[src/design/led_flash_breathe_easing_assert.svh]
// ----------------------------------------------------------------------------
// led_flash_breathe_easing assertion macros
// concurrent assertion wrappers, empty when SYNTH is defined
// ----------------------------------------------------------------------------
`ifndef LED_FLASH_BREATHE_EASING_ASSERT_SVH
`define LED_FLASH_BREATHE_EASING_ASSERT_SVH

`ifndef SYNTH
`define LFBE_ASSERT(label, ante, cons) \
    label: assert property (@(posedge clk) disable iff (!rst_n) (ante) |-> (cons)) \
        else $error("lfbe assertion failed");
`define LFBE_ASSERT_NEXT(label, ante, cons) \
    label: assert property (@(posedge clk) disable iff (!rst_n) (ante) |=> (cons)) \
        else $error("lfbe assertion failed");
`else
`define LFBE_ASSERT(label, ante, cons)
`define LFBE_ASSERT_NEXT(label, ante, cons)
`endif

`endif

[src/design/lfbe_pkg.sv]
// ----------------------------------------------------------------------------
// lfbe_pkg
// shared types, codes and control store for the led flash/breathe generator
// ----------------------------------------------------------------------------
`default_nettype none

package lfbe_pkg;

    localparam int FRAC_BITS_DEF = 16;
    localparam int UPC_W         = 4;
    localparam logic [15:0] LEVEL_MAX = 16'hFFFF;
    localparam logic [15:0] SPAN_MIN  = 16'd1;

    typedef enum logic [1:0] {
        FUNC_TICK    = 2'd0,
        FUNC_FLASH   = 2'd1,
        FUNC_BREATHE = 2'd2,
        FUNC_OFF     = 2'd3
    } func_t;

    typedef enum logic [1:0] {
        MODE_NONE    = 2'd0,
        MODE_FLASH   = 2'd1,
        MODE_BREATHE = 2'd2
    } mode_t;

    typedef struct packed {
        logic [1:0]  func;
        logic [15:0] hue;
        logic [15:0] span_ticks;
    } in_word_t;

    typedef struct packed {
        logic [15:0] brightness;
        logic [15:0] hue_out;
        logic [1:0]  effect;
        logic        rising;
    } out_word_t;

    typedef enum logic [3:0] {
        UOP_NOP,
        UOP_LOAD_FLASH,
        UOP_LOAD_BREATHE,
        UOP_DIV,
        UOP_MUL_XX,
        UOP_MUL_VX,
        UOP_MUL_VV,
        UOP_V_SHR,
        UOP_V_SHR1,
        UOP_V_ONE_MINUS_X,
        UOP_V_ONE_MINUS_E,
        UOP_FIN_FLASH,
        UOP_FIN_BREATHE
    } uop_t;

    typedef enum logic [1:0] {
        JC_NONE,
        JC_ALWAYS,
        JC_LOOP,
        JC_HALF
    } jcond_t;

    typedef struct packed {
        uop_t             uop;
        jcond_t           jc;
        logic [UPC_W-1:0] target;
        logic             last;
    } ctrl_word_t;

    typedef struct packed {
        logic go;
        logic flash;
    } seq_start_t;

    typedef struct packed {
        logic busy;
        logic done;
    } seq_stat_t;

    localparam logic [UPC_W-1:0] ENTRY_FLASH   = 4'd0;
    localparam logic [UPC_W-1:0] UPC_FL_DIV    = 4'd1;
    localparam logic [UPC_W-1:0] ENTRY_BREATHE = 4'd7;
    localparam logic [UPC_W-1:0] UPC_BR_DIV    = 4'd8;
    localparam logic [UPC_W-1:0] UPC_BR_LOW    = 4'd13;
    localparam logic [UPC_W-1:0] UPC_BR_FIN    = 4'd15;

    function automatic ctrl_word_t lfbe_ucode(input logic [UPC_W-1:0] upc);
        ctrl_word_t cw;
        cw = '{uop: UOP_NOP, jc: JC_NONE, target: ENTRY_FLASH, last: 1'b0};
        unique case (upc)
            4'd0:  cw.uop = UOP_LOAD_FLASH;
            4'd1:  cw = '{uop: UOP_DIV, jc: JC_LOOP, target: UPC_FL_DIV, last: 1'b0};
            4'd2:  cw.uop = UOP_MUL_XX;
            4'd3:  cw.uop = UOP_V_SHR;
            4'd4:  cw.uop = UOP_MUL_VX;
            4'd5:  cw.uop = UOP_V_SHR;
            4'd6:  cw = '{uop: UOP_FIN_FLASH, jc: JC_NONE, target: ENTRY_FLASH, last: 1'b1};
            4'd7:  cw.uop = UOP_LOAD_BREATHE;
            4'd8:  cw = '{uop: UOP_DIV, jc: JC_LOOP, target: UPC_BR_DIV, last: 1'b0};
            4'd9:  cw = '{uop: UOP_NOP, jc: JC_HALF, target: UPC_BR_LOW, last: 1'b0};
            4'd10: cw.uop = UOP_V_ONE_MINUS_X;
            4'd11: cw.uop = UOP_MUL_VV;
            4'd12: cw = '{uop: UOP_V_ONE_MINUS_E, jc: JC_ALWAYS, target: UPC_BR_FIN,
                          last: 1'b0};
            4'd13: cw.uop = UOP_MUL_XX;
            4'd14: cw.uop = UOP_V_SHR1;
            4'd15: cw = '{uop: UOP_FIN_BREATHE, jc: JC_NONE, target: ENTRY_FLASH, last: 1'b1};
        endcase
        return cw;
    endfunction

endpackage

`default_nettype wire

[src/design/led_flash_breathe_easing.sv]
// ----------------------------------------------------------------------------
// led_flash_breathe_easing
// led flash and breathe effect generator stepped by frame ticks
// a flash or breathe tick runs up to FRAC_BITS+7 microcode steps (one fewer in
// the first half of a breathe span), FRAC_BITS+1 of them restoring divide steps
// input words stall while a tick runs and until its result word moves into the
// output register, so one word is in flight; that register holds its word
// under result_stall. async active-low reset: effect off, level 0
// ----------------------------------------------------------------------------
`default_nettype none
`include "led_flash_breathe_easing_assert.svh"

module led_flash_breathe_easing #(
    parameter int FRAC_BITS = lfbe_pkg::FRAC_BITS_DEF
) (
    input  wire logic                clk,
    input  wire logic                rst_n,
    input  wire logic                item_valid,
    output logic                     item_stall,
    input  wire lfbe_pkg::in_word_t  item,
    output logic                     result_valid,
    input  wire logic                result_stall,
    output lfbe_pkg::out_word_t      result
);
    import lfbe_pkg::*;

    logic       accept;
    logic       need_run;
    logic       move;
    logic       pend_reg, pend_next;
    logic       out_valid_reg, out_valid_next;
    out_word_t  out_word_reg;
    seq_start_t start;
    seq_stat_t  stat;
    uop_t       uop;
    logic       half;
    mode_t      mode;
    out_word_t  snap;
    logic       busy;

    assign busy       = stat.busy;
    assign item_stall = busy || pend_reg;
    assign accept     = item_valid && !item_stall;
    assign need_run   = (item.func == FUNC_TICK) && (mode != MODE_NONE);
    assign start.go    = accept && need_run;
    assign start.flash = (mode == MODE_FLASH);
    assign move       = pend_reg && (!out_valid_reg || !result_stall);

    lfbe_seq #(
        .FRAC_BITS(FRAC_BITS)
    ) u_seq (
        .clk  (clk),
        .rst_n(rst_n),
        .start(start),
        .half (half),
        .uop  (uop),
        .stat (stat)
    );

    lfbe_dp #(
        .FRAC_BITS(FRAC_BITS)
    ) u_dp (
        .clk  (clk),
        .rst_n(rst_n),
        .load (accept && !need_run),
        .item (item),
        .uop  (uop),
        .half (half),
        .mode (mode),
        .snap (snap)
    );

    always_comb
    begin
        pend_next = pend_reg;
        if (move)
            pend_next = 1'b0;
        else if ((accept && !need_run) || stat.done)
            pend_next = 1'b1;

        out_valid_next = out_valid_reg;
        if (move)
            out_valid_next = 1'b1;
        else if (out_valid_reg && !result_stall)
            out_valid_next = 1'b0;
    end

    always_ff @(posedge clk or negedge rst_n)
    begin
        if (!rst_n)
        begin
            pend_reg      <= 1'b0;
            out_valid_reg <= 1'b0;
        end
        else
        begin
            pend_reg      <= pend_next;
            out_valid_reg <= out_valid_next;
        end
    end

    always_ff @(posedge clk)
    begin
        if (move)
            out_word_reg <= snap;
    end

    assign result_valid = out_valid_reg;
    assign result       = out_word_reg;

    `LFBE_ASSERT_NEXT(a_accept_tracked, accept, busy || pend_reg)
    `LFBE_ASSERT(a_pend_idle, pend_reg, !busy)
    `LFBE_ASSERT(a_done_pends, $fell(busy), pend_reg)

endmodule

`default_nettype wire

[src/design/lfbe_seq.sv]
// ----------------------------------------------------------------------------
// lfbe_seq
// microcode sequencer: step counter, divide loop counter and jump logic
// ----------------------------------------------------------------------------
`default_nettype none

module lfbe_seq #(
    parameter int FRAC_BITS = lfbe_pkg::FRAC_BITS_DEF
) (
    input  wire logic               clk,
    input  wire logic               rst_n,
    input  wire lfbe_pkg::seq_start_t start,
    input  wire logic               half,
    output lfbe_pkg::uop_t          uop,
    output lfbe_pkg::seq_stat_t     stat
);
    import lfbe_pkg::*;

    localparam int CNT_W = $clog2(FRAC_BITS + 1);

    logic             run_reg, run_next;
    logic [UPC_W-1:0] upc_reg, upc_next;
    logic [CNT_W-1:0] cnt_reg, cnt_next;
    ctrl_word_t       cw;
    logic             taken;

    assign cw = lfbe_ucode(upc_reg);

    always_comb
    begin
        unique case (cw.jc)
            JC_NONE:   taken = 1'b0;
            JC_ALWAYS: taken = 1'b1;
            JC_LOOP:   taken = (cnt_reg != '0);
            JC_HALF:   taken = half;
        endcase
    end

    // next state
    always_comb
    begin
        run_next = run_reg;
        upc_next = upc_reg;
        cnt_next = cnt_reg;
        if (start.go)
        begin
            run_next = 1'b1;
            upc_next = start.flash ? ENTRY_FLASH : ENTRY_BREATHE;
        end
        else if (run_reg)
        begin
            if (cw.last)
                run_next = 1'b0;
            upc_next = taken ? cw.target : upc_reg + 1'b1;
            if (cw.uop == UOP_LOAD_FLASH || cw.uop == UOP_LOAD_BREATHE)
                cnt_next = CNT_W'(FRAC_BITS);
            else if (cw.uop == UOP_DIV && cnt_reg != '0)
                cnt_next = cnt_reg - 1'b1;
        end
    end

    // outputs
    always_comb
    begin
        uop       = run_reg ? cw.uop : UOP_NOP;
        stat.busy = run_reg;
        stat.done = run_reg && cw.last;
    end

    always_ff @(posedge clk or negedge rst_n)
    begin
        if (!rst_n)
        begin
            run_reg <= 1'b0;
            upc_reg <= ENTRY_FLASH;
            cnt_reg <= '0;
        end
        else
        begin
            run_reg <= run_next;
            upc_reg <= upc_next;
            cnt_reg <= cnt_next;
        end
    end

endmodule

`default_nettype wire

[src/design/lfbe_dp.sv]
// ----------------------------------------------------------------------------
// lfbe_dp
// effect state, restoring divider step, shared multiplier and level shaping
// ----------------------------------------------------------------------------
`default_nettype none

module lfbe_dp #(
    parameter int FRAC_BITS = lfbe_pkg::FRAC_BITS_DEF
) (
    input  wire logic               clk,
    input  wire logic               rst_n,
    input  wire logic               load,
    input  wire lfbe_pkg::in_word_t item,
    input  wire lfbe_pkg::uop_t     uop,
    output logic                    half,
    output lfbe_pkg::mode_t         mode,
    output lfbe_pkg::out_word_t     snap
);
    import lfbe_pkg::*;

    localparam int W   = FRAC_BITS + 2;
    localparam int PW  = 2 * W;
    localparam int QW  = W + 16;
    localparam int SHR = (FRAC_BITS >= 16) ? FRAC_BITS - 16 : 0;
    localparam int SHL = (FRAC_BITS < 16) ? 16 - FRAC_BITS : 0;
    localparam logic [W-1:0] ONE = W'(1) << FRAC_BITS;

    mode_t       mode_reg, mode_next;
    logic [15:0] hue_reg, hue_next;
    logic [15:0] tick_count_reg, tick_count_next;
    logic [15:0] span_reg, span_next;
    logic        up_reg, up_next;
    logic [15:0] level_reg, level_next;

    logic [16:0]   rem_reg, rem_next;
    logic [W-1:0]  x_reg, x_next;
    logic [W-1:0]  v_reg, v_next;
    logic [PW-1:0] p_reg, p_next;
    logic          half_reg, half_next;

    logic [15:0]   sp;
    logic [15:0]   tick_inc;
    logic          ge;
    logic [16:0]   diff;
    logic [16:0]   kept;
    logic [W-1:0]  mul_a, mul_b;
    logic [PW-1:0] prod;
    logic [PW-1:0] e_wide;
    logic [W-1:0]  y_sel;
    logic [QW-1:0] q_wide;
    logic [15:0]   level_q;

    assign sp       = (item.span_ticks == '0) ? SPAN_MIN : item.span_ticks;
    assign tick_inc = tick_count_reg + 16'd1;
    assign ge       = rem_reg >= {1'b0, span_reg};
    assign diff     = rem_reg - {1'b0, span_reg};
    assign kept     = ge ? diff : rem_reg;
    assign e_wide   = p_reg >> (FRAC_BITS - 1);

    always_comb
    begin
        unique case (uop)
            UOP_MUL_VX:
            begin
                mul_a = v_reg;
                mul_b = x_reg;
            end
            UOP_MUL_VV:
            begin
                mul_a = v_reg;
                mul_b = v_reg;
            end
            default:
            begin
                mul_a = x_reg;
                mul_b = x_reg;
            end
        endcase
        prod = PW'(mul_a) * PW'(mul_b);
    end

    always_comb
    begin
        y_sel = v_reg;
        if (uop == UOP_FIN_BREATHE && !up_reg)
            y_sel = ONE - v_reg;
        q_wide  = (QW'(y_sel) >> SHR) << SHL;
        level_q = (q_wide > QW'(LEVEL_MAX)) ? LEVEL_MAX : q_wide[15:0];
    end

    always_comb
    begin
        mode_next       = mode_reg;
        hue_next        = hue_reg;
        tick_count_next = tick_count_reg;
        span_next       = span_reg;
        up_next         = up_reg;
        level_next      = level_reg;
        rem_next        = rem_reg;
        x_next          = x_reg;
        v_next          = v_reg;
        p_next          = p_reg;
        half_next       = half_reg;

        unique case (uop)
            UOP_LOAD_FLASH:
            begin
                rem_next = (tick_count_reg < span_reg)
                         ? {1'b0, span_reg - tick_count_reg} : '0;
                x_next   = '0;
            end
            UOP_LOAD_BREATHE:
            begin
                rem_next  = {1'b0, tick_count_reg};
                x_next    = '0;
                half_next = {tick_count_reg, 1'b0} < {1'b0, span_reg};
            end
            UOP_DIV:
            begin
                rem_next = {kept[15:0], 1'b0};
                x_next   = {x_reg[W-2:0], ge};
            end
            UOP_MUL_XX, UOP_MUL_VX, UOP_MUL_VV:
                p_next = prod;
            UOP_V_SHR:
                v_next = W'(p_reg >> FRAC_BITS);
            UOP_V_SHR1:
                v_next = W'(e_wide);
            UOP_V_ONE_MINUS_X:
                v_next = ONE - x_reg;
            UOP_V_ONE_MINUS_E:
                v_next = (e_wide > PW'(ONE)) ? '0 : ONE - W'(e_wide);
            UOP_FIN_FLASH:
            begin
                level_next      = level_q;
                tick_count_next = tick_inc;
                if (tick_inc >= span_reg)
                begin
                    mode_next  = MODE_NONE;
                    level_next = '0;
                end
            end
            UOP_FIN_BREATHE:
            begin
                level_next      = level_q;
                tick_count_next = tick_inc;
                if (tick_inc >= span_reg)
                begin
                    tick_count_next = '0;
                    up_next         = !up_reg;
                end
            end
            default:
            begin
            end
        endcase

        if (load)
        begin
            unique case (item.func)
                FUNC_FLASH:
                begin
                    mode_next       = MODE_FLASH;
                    hue_next        = item.hue;
                    tick_count_next = '0;
                    span_next       = sp;
                end
                FUNC_BREATHE:
                begin
                    mode_next       = MODE_BREATHE;
                    hue_next        = item.hue;
                    tick_count_next = '0;
                    span_next       = sp;
                    up_next         = 1'b1;
                end
                FUNC_OFF:
                begin
                    mode_next  = MODE_NONE;
                    level_next = '0;
                end
                default:
                begin
                end
            endcase
        end
    end

    always_ff @(posedge clk or negedge rst_n)
    begin
        if (!rst_n)
        begin
            mode_reg       <= MODE_NONE;
            hue_reg        <= '0;
            tick_count_reg <= '0;
            span_reg       <= SPAN_MIN;
            up_reg         <= 1'b1;
            level_reg      <= '0;
        end
        else
        begin
            mode_reg       <= mode_next;
            hue_reg        <= hue_next;
            tick_count_reg <= tick_count_next;
            span_reg       <= span_next;
            up_reg         <= up_next;
            level_reg      <= level_next;
        end
    end

    always_ff @(posedge clk)
    begin
        rem_reg  <= rem_next;
        x_reg    <= x_next;
        v_reg    <= v_next;
        p_reg    <= p_next;
        half_reg <= half_next;
    end

    assign half            = half_reg;
    assign mode            = mode_reg;
    assign snap.brightness = level_reg;
    assign snap.hue_out    = hue_reg;
    assign snap.effect     = mode_reg;
    assign snap.rising     = up_reg;

endmodule

`default_nettype wire

[config.mk]
export PLATFORM = sky130hd
export DESIGN_NAME = led_flash_breathe_easing
export DESIGN_NICKNAME = d
export VERILOG_FILES = /design/src/design/lfbe_pkg.sv /design/src/design/led_flash_breathe_easing.sv /design/src/design/lfbe_seq.sv /design/src/design/lfbe_dp.sv
export VERILOG_INCLUDE_DIRS = /design/src /design/src/design
export SDC_FILE = /design/constraint.sdc
export NUM_CORES = 1
export LEC_CHECK = 0
export ABC_CLOCK_PERIOD_IN_PS = 9800
export BUFFER_PORTS_ARGS = -buffer_cell sky130_fd_sc_hd__clkbuf_2
export CAP_MARGIN = 20
export CORE_MARGIN = 5
export CORE_UTILIZATION = 50
export DETAILED_ROUTE_END_ITERATION = 10
export GPL_TIMING_DRIVEN = 0
export PLACE_DENSITY_LB_ADDON = 0.2
export SETUP_SLACK_MARGIN = 0.5
export SLEW_MARGIN = 40
export SYNTH_ARGS = -nofsm -noshare
export SYNTH_HDL_FRONTEND = slang
export SYNTH_HIERARCHICAL = 1
export SYNTH_SLANG_ARGS = --single-unit
[constraint.sdc]
create_clock -name clk -period 9.8 [get_ports clk]
set_input_delay 0.98 -clock clk [delete_from_list [all_inputs] [get_ports clk]]
set_output_delay 0.98 -clock clk [all_outputs]
set_load 0.02 [all_outputs]
==> impl_summary.md, run 1 <==
Outcome
The flow ran to the end, but the final reports show violations. The checks that failed: DRC.

Clocking
The cell sitting at the root of the clock tree is a clkbuf_16. The H-tree generated during clock tree synthesis spans 4 levels. Buffers inserted during clock tree synthesis total 17. The clock-pin slew on the worst setup and hold paths is 80 ps. The deepest clock path buffer count is 2. The clock latency on the worst-skew pair is 460 ps. The CTS tree is yes.

The clock drives 189 sinks. The number of hold buffers added after CTS is 0.

Timing
Setup violations remaining at the end of the flow were counted as 0. The relative slew slack is 0.470. The timing-limited maximum frequency is 111 MHz. Subtracting the final worst setup slack from the clock period gives 8970 ps.

In the finished design, the share of the clock period the worst path needs comes to 0.916. At the pin with the least slew margin, the transition time is 794 ps. Setup repair after global routing left no endpoint under its margin. After layout, the worst setup slack is 827 ps. The number of hold-slack violations in the final timing report is 0.

The setup clock skew after layout is 18.2 ps. The final number of max-transition violations is 0.

Drt
The total length of routed wires is 60.7 mm. After detailed routing, the average wire length per cell comes to 19.5 um. Dividing the detail-routed via count by the number of cells gives 5.72. The number of nets still failing antenna checks after routing is 0. The total number of vias is 17,765. The post-route DRC violation count is 1. Before antenna repair, the detailed router went through 9 iterations.

In this run, the number of DRC markers left after iteration 0 of detailed routing was 1,402.

Setup path
At the worst endpoint, the arrival time is 9140 ps. The delay of the slowest cell on the worst path is 570 ps. The slowest stage of the critical path belongs to the cell fa_1.

The endpoint class of the critical path is a register. The worst setup path is of the register to register kind. The top fanout value on the critical path is 10. STA classifies the critical path startpoint as a register. The most numerous cell type found on the critical path is fa_1. Data on the critical path is required at its endpoint by 9970 ps.

Yosys
The netlist area before placement is 0.0222 mm2. The cell count after synthesis came out at 2,383. Counting every net in the synthesized netlist gives 2,861.

inv_1 is the most common cell in the netlist. Of the synthesized area, sequential elements account for 0.238. In the synthesized netlist the async set-or-reset flop fraction comes to 0.418. The number of enable flip-flop cells after synthesis is 110. After synthesis, the mean cell area works out to 9.30 um2. Of all cell types, the one taking the most synthesized area is fa_1. The dominant register cell in the synthesized netlist is edfxtp_1.

The portion of synthesized cell area occupied by the leading cell type is 0.231. In the post-synthesis netlist, the biggest area contributors are fa_1, edfxtp_1, ha_1. Synthesis inferred 189 register bits. The commonest cells after synthesis are inv_1, nand2_1, fa_1, nor2_1, ha_1.

Synthesis instantiated 86 different standard cells from the library. Yosys printed 6 warnings.

Placed design
The post-placement cell area is 0.0235 mm2. In this run the tool buffered the top-level ports with 74 buffer cells. The setup slack after placement is -1030 ps. The routability congestion estimate is 0.958. The post-placement cell count is 3,058. The placed wire-length estimate is 49.0 mm.

Global routing
The global-route wire length before repair is 97.6 mm. The number of global-route vias before repair is 18,027. After global routing the overflow that remains totals 0.

The aggregate global-route resource usage is 0.256. Entering global routing, the biggest net connects 64 pins. The number of antenna violations at the first check in global routing came to 2.

Final layout
The number of flip-flops under the largest register name is 35. The final layout net count is 2,981. The post-layout instance count excluding filler cells is 3,108. Of the cells placed in the final design, the portion with a size suffix greater than 1 is 0.128. After routing the design area is 0.0247 mm2. 0 antenna diodes ended up in the layout.

Compared with the post-synthesis result, the final layout area differs by 11.5%.

Floorplan
For this configuration, the core starts out at a cell density of 0.504. The x dimension of the die is 221 um. The core region is 0.0440 mm2. The area of the die is 0.0486 mm2. The count of pins on the block boundary is 75. In this run the core area contains 77 standard-cell rows.

The chip height is 221 um.

Min path
The kind of path behind the tightest hold check is input pin to async pin.

Run
The total of max-cap violations is 0.
stage by stage:
step           TNS (ps)  hold WS (ps)   util
2_1_floorplan         0           419      -
3_3_place_gp     -27070           422  0.529
4_1_cts               0           352  0.555
5_1_grt               0           373  0.561
6_report              0           380  0.561
3_5_place_dp     -12630           427  0.534
critical path: cells and delay by family, from the launching register on:
| family | cells | cell delay (ps) |
|---|---|---|
| fa+ha+maj | 8 | 3810 |
| flops | 1 | 440 |
| mux | 1 | 230 |
| buf+inv | 6 | 980 |
| simple gates | 6 | 1150 |
| compound gates | 9 | 2030 |
worst paths after layout:
check | start | slack [ps] | cells past startpoint | endpoint
max in group asynchronous | rst_n | 8850 | 2 | u_dp/up_reg$_DFF_PN1_
min in group clk | u_dp/hue_reg[15]$_DFFE_PN0P_ | 440 | 0 | result[18]$_DFFE_PP_
setup reg to reg | u_seq/upc_reg[0]$_DFFE_PN0P_ | 830 | 30 | u_dp/p_reg[24]$_DFFE_PP_
hold reg to reg | u_dp/hue_reg[15]$_DFFE_PN0P_ | 440 | 0 | result[18]$_DFFE_PP_
hold / removal | rst_n | 380 | 1 | u_dp/tick_count_reg[5]$_DFF_PN0_
setup / recovery | u_seq/upc_reg[0]$_DFFE_PN0P_ | 830 | 30 | u_dp/p_reg[24]$_DFFE_PP_
layer usage:
metal	global-route usage	share of wire	vias up
li1	-	-	8149
met1	0.348	0.43	8852
met2	0.424	0.47	674
met3	0.0338	0.069	90
met4	0.0908	0.030	0
met5	0	0	-
logic make-up (layout without fill, tap and decap cells):
kind of cell	count (synthesis)	after routing	share of synthesized area
AOI/OAI and AO/OA	390	390	0.114
xor gates and xnor gates	91	91	0.0360
adders and majority gates	440	440	0.335
buffers and inverters	458	591	0.0800
DFF	189	189	0.238
muxes	108	108	0.0525
and+or+nand+nor	707	707	0.144
repair_timing:
item,CTS,global route
gates resized for setup,65,62
pin swaps,1,2
endpoints found under the setup margin,21,15
buffers inserted,4,14
endpoints found under the hold margin,0,0
layout by cell type (no fill, tap or decap), types with 26 or more instances in the layout:
cell type  Yosys  layout
nor3_1        29      26
clkbuf_1      70      39
a31oi_1       26      26
mux2_2        63      62
a21o_1        50      50
dfrtp_1       77      75
a21oi_1       95      92
fa_1         256     256
edfxtp_1     110     110
ha_1         184     184
nand2_1      275     274
o21ai_0       95      89
inv_1        362     362
nor2_1       232     230
clkbuf_2       1      98
xnor2_1       63      63
xor2_1        28      28
cell type report:
type                       count  area, um2
tap                          592        741
buffer                        96        494
clock buffer                  20        479
timing repair buffer         101        664
multi-input combinational   1736      15500
fill                        4005      19300
sequential                   189       5290
inverter                     362       1360
clock inverter                12        140
Power of run 1 is left out: the tool's default activity adds up to more than one toggle a clock period on the data nets, which glitch-free logic cannot reach.
==> inputs of run 2 (changes only) <==
Settings changed: CORE_UTILIZATION 50 to 30, PLACE_DENSITY from default to 0.53, PLACE_DENSITY_LB_ADDON 0.2 to default.
==> run 2 against run 1 <==
Net effect:
- the flow now finishes without violations
- non-clock buffer count is 10 higher
- via count is 1.4% lower
- wire length is 5.4% higher
- highest routed layer unchanged
- core utilization is 22 points lower
- fmax is 0.16% higher
==> impl_summary.md, run 2 (synthesized netlist as in run 1, its figures left out) <==
Final layout
The post-layout instance count excluding filler cells is 3,485 (was 3,108). The count of antenna diodes in the layout came to 0 (unchanged). The utilization after layout came to 0.345 (was 0.561). The final layout net count is 2,991 (was 2,981). The post-layout instance area is 0.0252 mm2 (was 0.0247 mm2). The synthesis-to-layout area growth is 13.8% (was 11.5%). Commonest cells after routing, fill and taps aside: inv_1, nand2_1, fa_1 (unchanged). The share of cells above drive strength 1 came to 0.135 (was 0.128). The number of fillers in the final layout came to 7,434 (was 4,005).

The commonest non-fill, non-tap cell in the layout is inv_1 (unchanged). The number of flip-flops under the largest register name is 35 (unchanged).

Clocking
The clock tree root buffer cell is clkbuf_16 (unchanged). The level count of the clock H-tree was 4 (unchanged). The number of hold buffers added after CTS came to 0 (unchanged). The CTS tree is yes (unchanged). The clock latency on the worst-skew pair is 450 ps (was 460 ps).

The deepest clock path buffer count is 2 (unchanged). The clock-pin slew on the worst setup and hold paths is 80 ps (about the same). The total number of clock tree sinks is 189 (unchanged). The CTS buffer count is 17 (unchanged).

Drt
The total length of routed wires came to 64.0 mm (was 60.7 mm). The routed length per instance came to 18.4 um (was 19.5 um). The number of nets still failing antenna checks after routing is 0 (unchanged). The total number of vias came to 17,519 (was 17,765). The first-pass iteration count of the detailed router is 6 (was 9).

The post-route DRC violation count is 0 (was 1). The iteration-0 DRC count of the detailed router is 1,217 (was 1,402). The via density per instance came to 5.03 (was 5.72).

Global routing
The global-route wire length before repair is 103 mm (was 97.6 mm). The maximum number of pins on one net before global-route repair came to 63 (was 64). The aggregate global-route resource usage came to 0.162 (was 0.256). The number of antenna violations at the first check in global routing was 0 (was 2). The overflow left after global routing was 0 (unchanged). The number of global-route vias before repair came to 18,315 (was 18,027).

Setup path
The origin of the critical flop-to-flop path is u_seq/upc_reg[0]$_DFFE_PN0P_ (unchanged). The slowest cell on the critical path is fa_1 (unchanged). The top fanout value on the critical path is 10 (unchanged).

The classification of the worst setup path is register to register (unchanged). The endpoint class of the critical path is a register (unchanged). The startpoint of the most critical setup path is u_seq/upc_reg[0]$_DFFE_PN0P_ (unchanged).

The critical path data required time is 9940 ps (was 9970 ps). The data arrival time of the worst path is 9100 ps (was 9140 ps). The startpoint class of the critical path is a register (unchanged). The delay of the slowest cell on the worst path is 540 ps (was 570 ps).

Timing
The final number of max-transition violations came to 0 (unchanged). The number of hold-slack violations in the final timing report was 0 (unchanged). The timing-limited maximum frequency is 112 MHz (was 111 MHz). The final worst-path setup slack is 841 ps (was 827 ps). RSZ-0062 raised after global routing: false (unchanged). The relative slew slack came to 0.444 (was 0.470).

The final period demand of the worst path is 8960 ps (was 8970 ps). The setup clock skew after layout is 8.81 ps (was 18.2 ps). The number of setup violations in the final report is 0 (unchanged).

The portion of the clock cycle consumed by the worst path in the final layout came to 0.914 (was 0.916). The slew at the pin closest to its max-slew limit is 834 ps (was 794 ps).

Floorplan
The count of pins on the block boundary is 75 (unchanged). The area of the die was 0.0794 mm2 (was 0.0486 mm2). The number of rows created at floorplan is 99 (was 77).

The x dimension of the die is 282 um (was 221 um). The standard cell core area is 0.0731 mm2 (was 0.0440 mm2). The chip height came to 282 um (was 221 um). The effective utilization at floorplan is 0.303 (was 0.504).

Outcome
Outcome: completed (was complete, but fails checks).

Placed design
The placed wire-length estimate came to 52.1 mm (was 49.0 mm). The number of I/O port buffers was 74 (unchanged). The post-placement cell area is 0.0240 mm2 (was 0.0235 mm2). The setup slack after placement is -1320 ps (was -1030 ps). The post-placement cell count is 3,426 (was 3,058). The routability congestion estimate is 0.882 (was 0.958).

Min path
The kind of path behind the tightest hold check was input pin to async pin (unchanged).

Run
The total of max-cap violations is 0 (unchanged).
-- run 2: layout make-up --
cell class	count	area, um2	share of cell area
multi-input combinational	1736	15500	0.616
sequential	189	5290	0.210
inverter	362	1360	0.0539
tap	959	1200	0.0476
timing repair buffer	111	737	0.0292
buffer	96	502	0.0199
clock buffer	18	450	0.0179
clock inverter	14	141	0.00561
-- run 2: final timing paths --
check                           depth (start not counted)  slack, ps                                to
max in group asynchronous                               2       8850             u_dp/up_reg$_DFF_PN1_
worst max register to register                         34        840          u_dp/p_reg[24]$_DFFE_PP_
worst max-delay path                                   34        840          u_dp/p_reg[24]$_DFFE_PP_
worst min-delay path                                    1        380  u_dp/tick_count_reg[5]$_DFF_PN0_
worst min register to register                          0        440              result[18]$_DFFE_PP_
min in group clk                                        0        440              result[18]$_DFFE_PP_
-- run 2: routing by layer --
metal  track usage  wire length [um]  up-vias
met5             0                 0        -
met4        0.0458              1590        0
met3        0.0214              3590       88
met2         0.274             30100      529
met1         0.220             28700     8748
li1              -                 -     8154
-- run 2: critical path: cells and delay by family (launching register included) --
| kind | cells | cell delay, ps |
|---|---|---|
| compound gates | 7 | 1690 |
| fa+ha+maj | 8 | 3660 |
| buf+inv | 10 | 1100 |
| flops | 1 | 440 |
| mux | 2 | 530 |
| simple gates | 7 | 1240 |
-- run 2: repair_timing --
item	4_1_cts	5_1_grt
pin swaps	3	3
buffers inserted	7	20
endpoints found under the setup margin	21	15
resized for setup	81	36
-- run 2: stage by stage --
step	TNS, ps	hold slack, ps
finish	0	377
global route	0	370
CTS	0	353
detailed placement	-18360	425
global placement	-33980	421
floorplan	0	419
Power of run 2 is left out for the same reason.
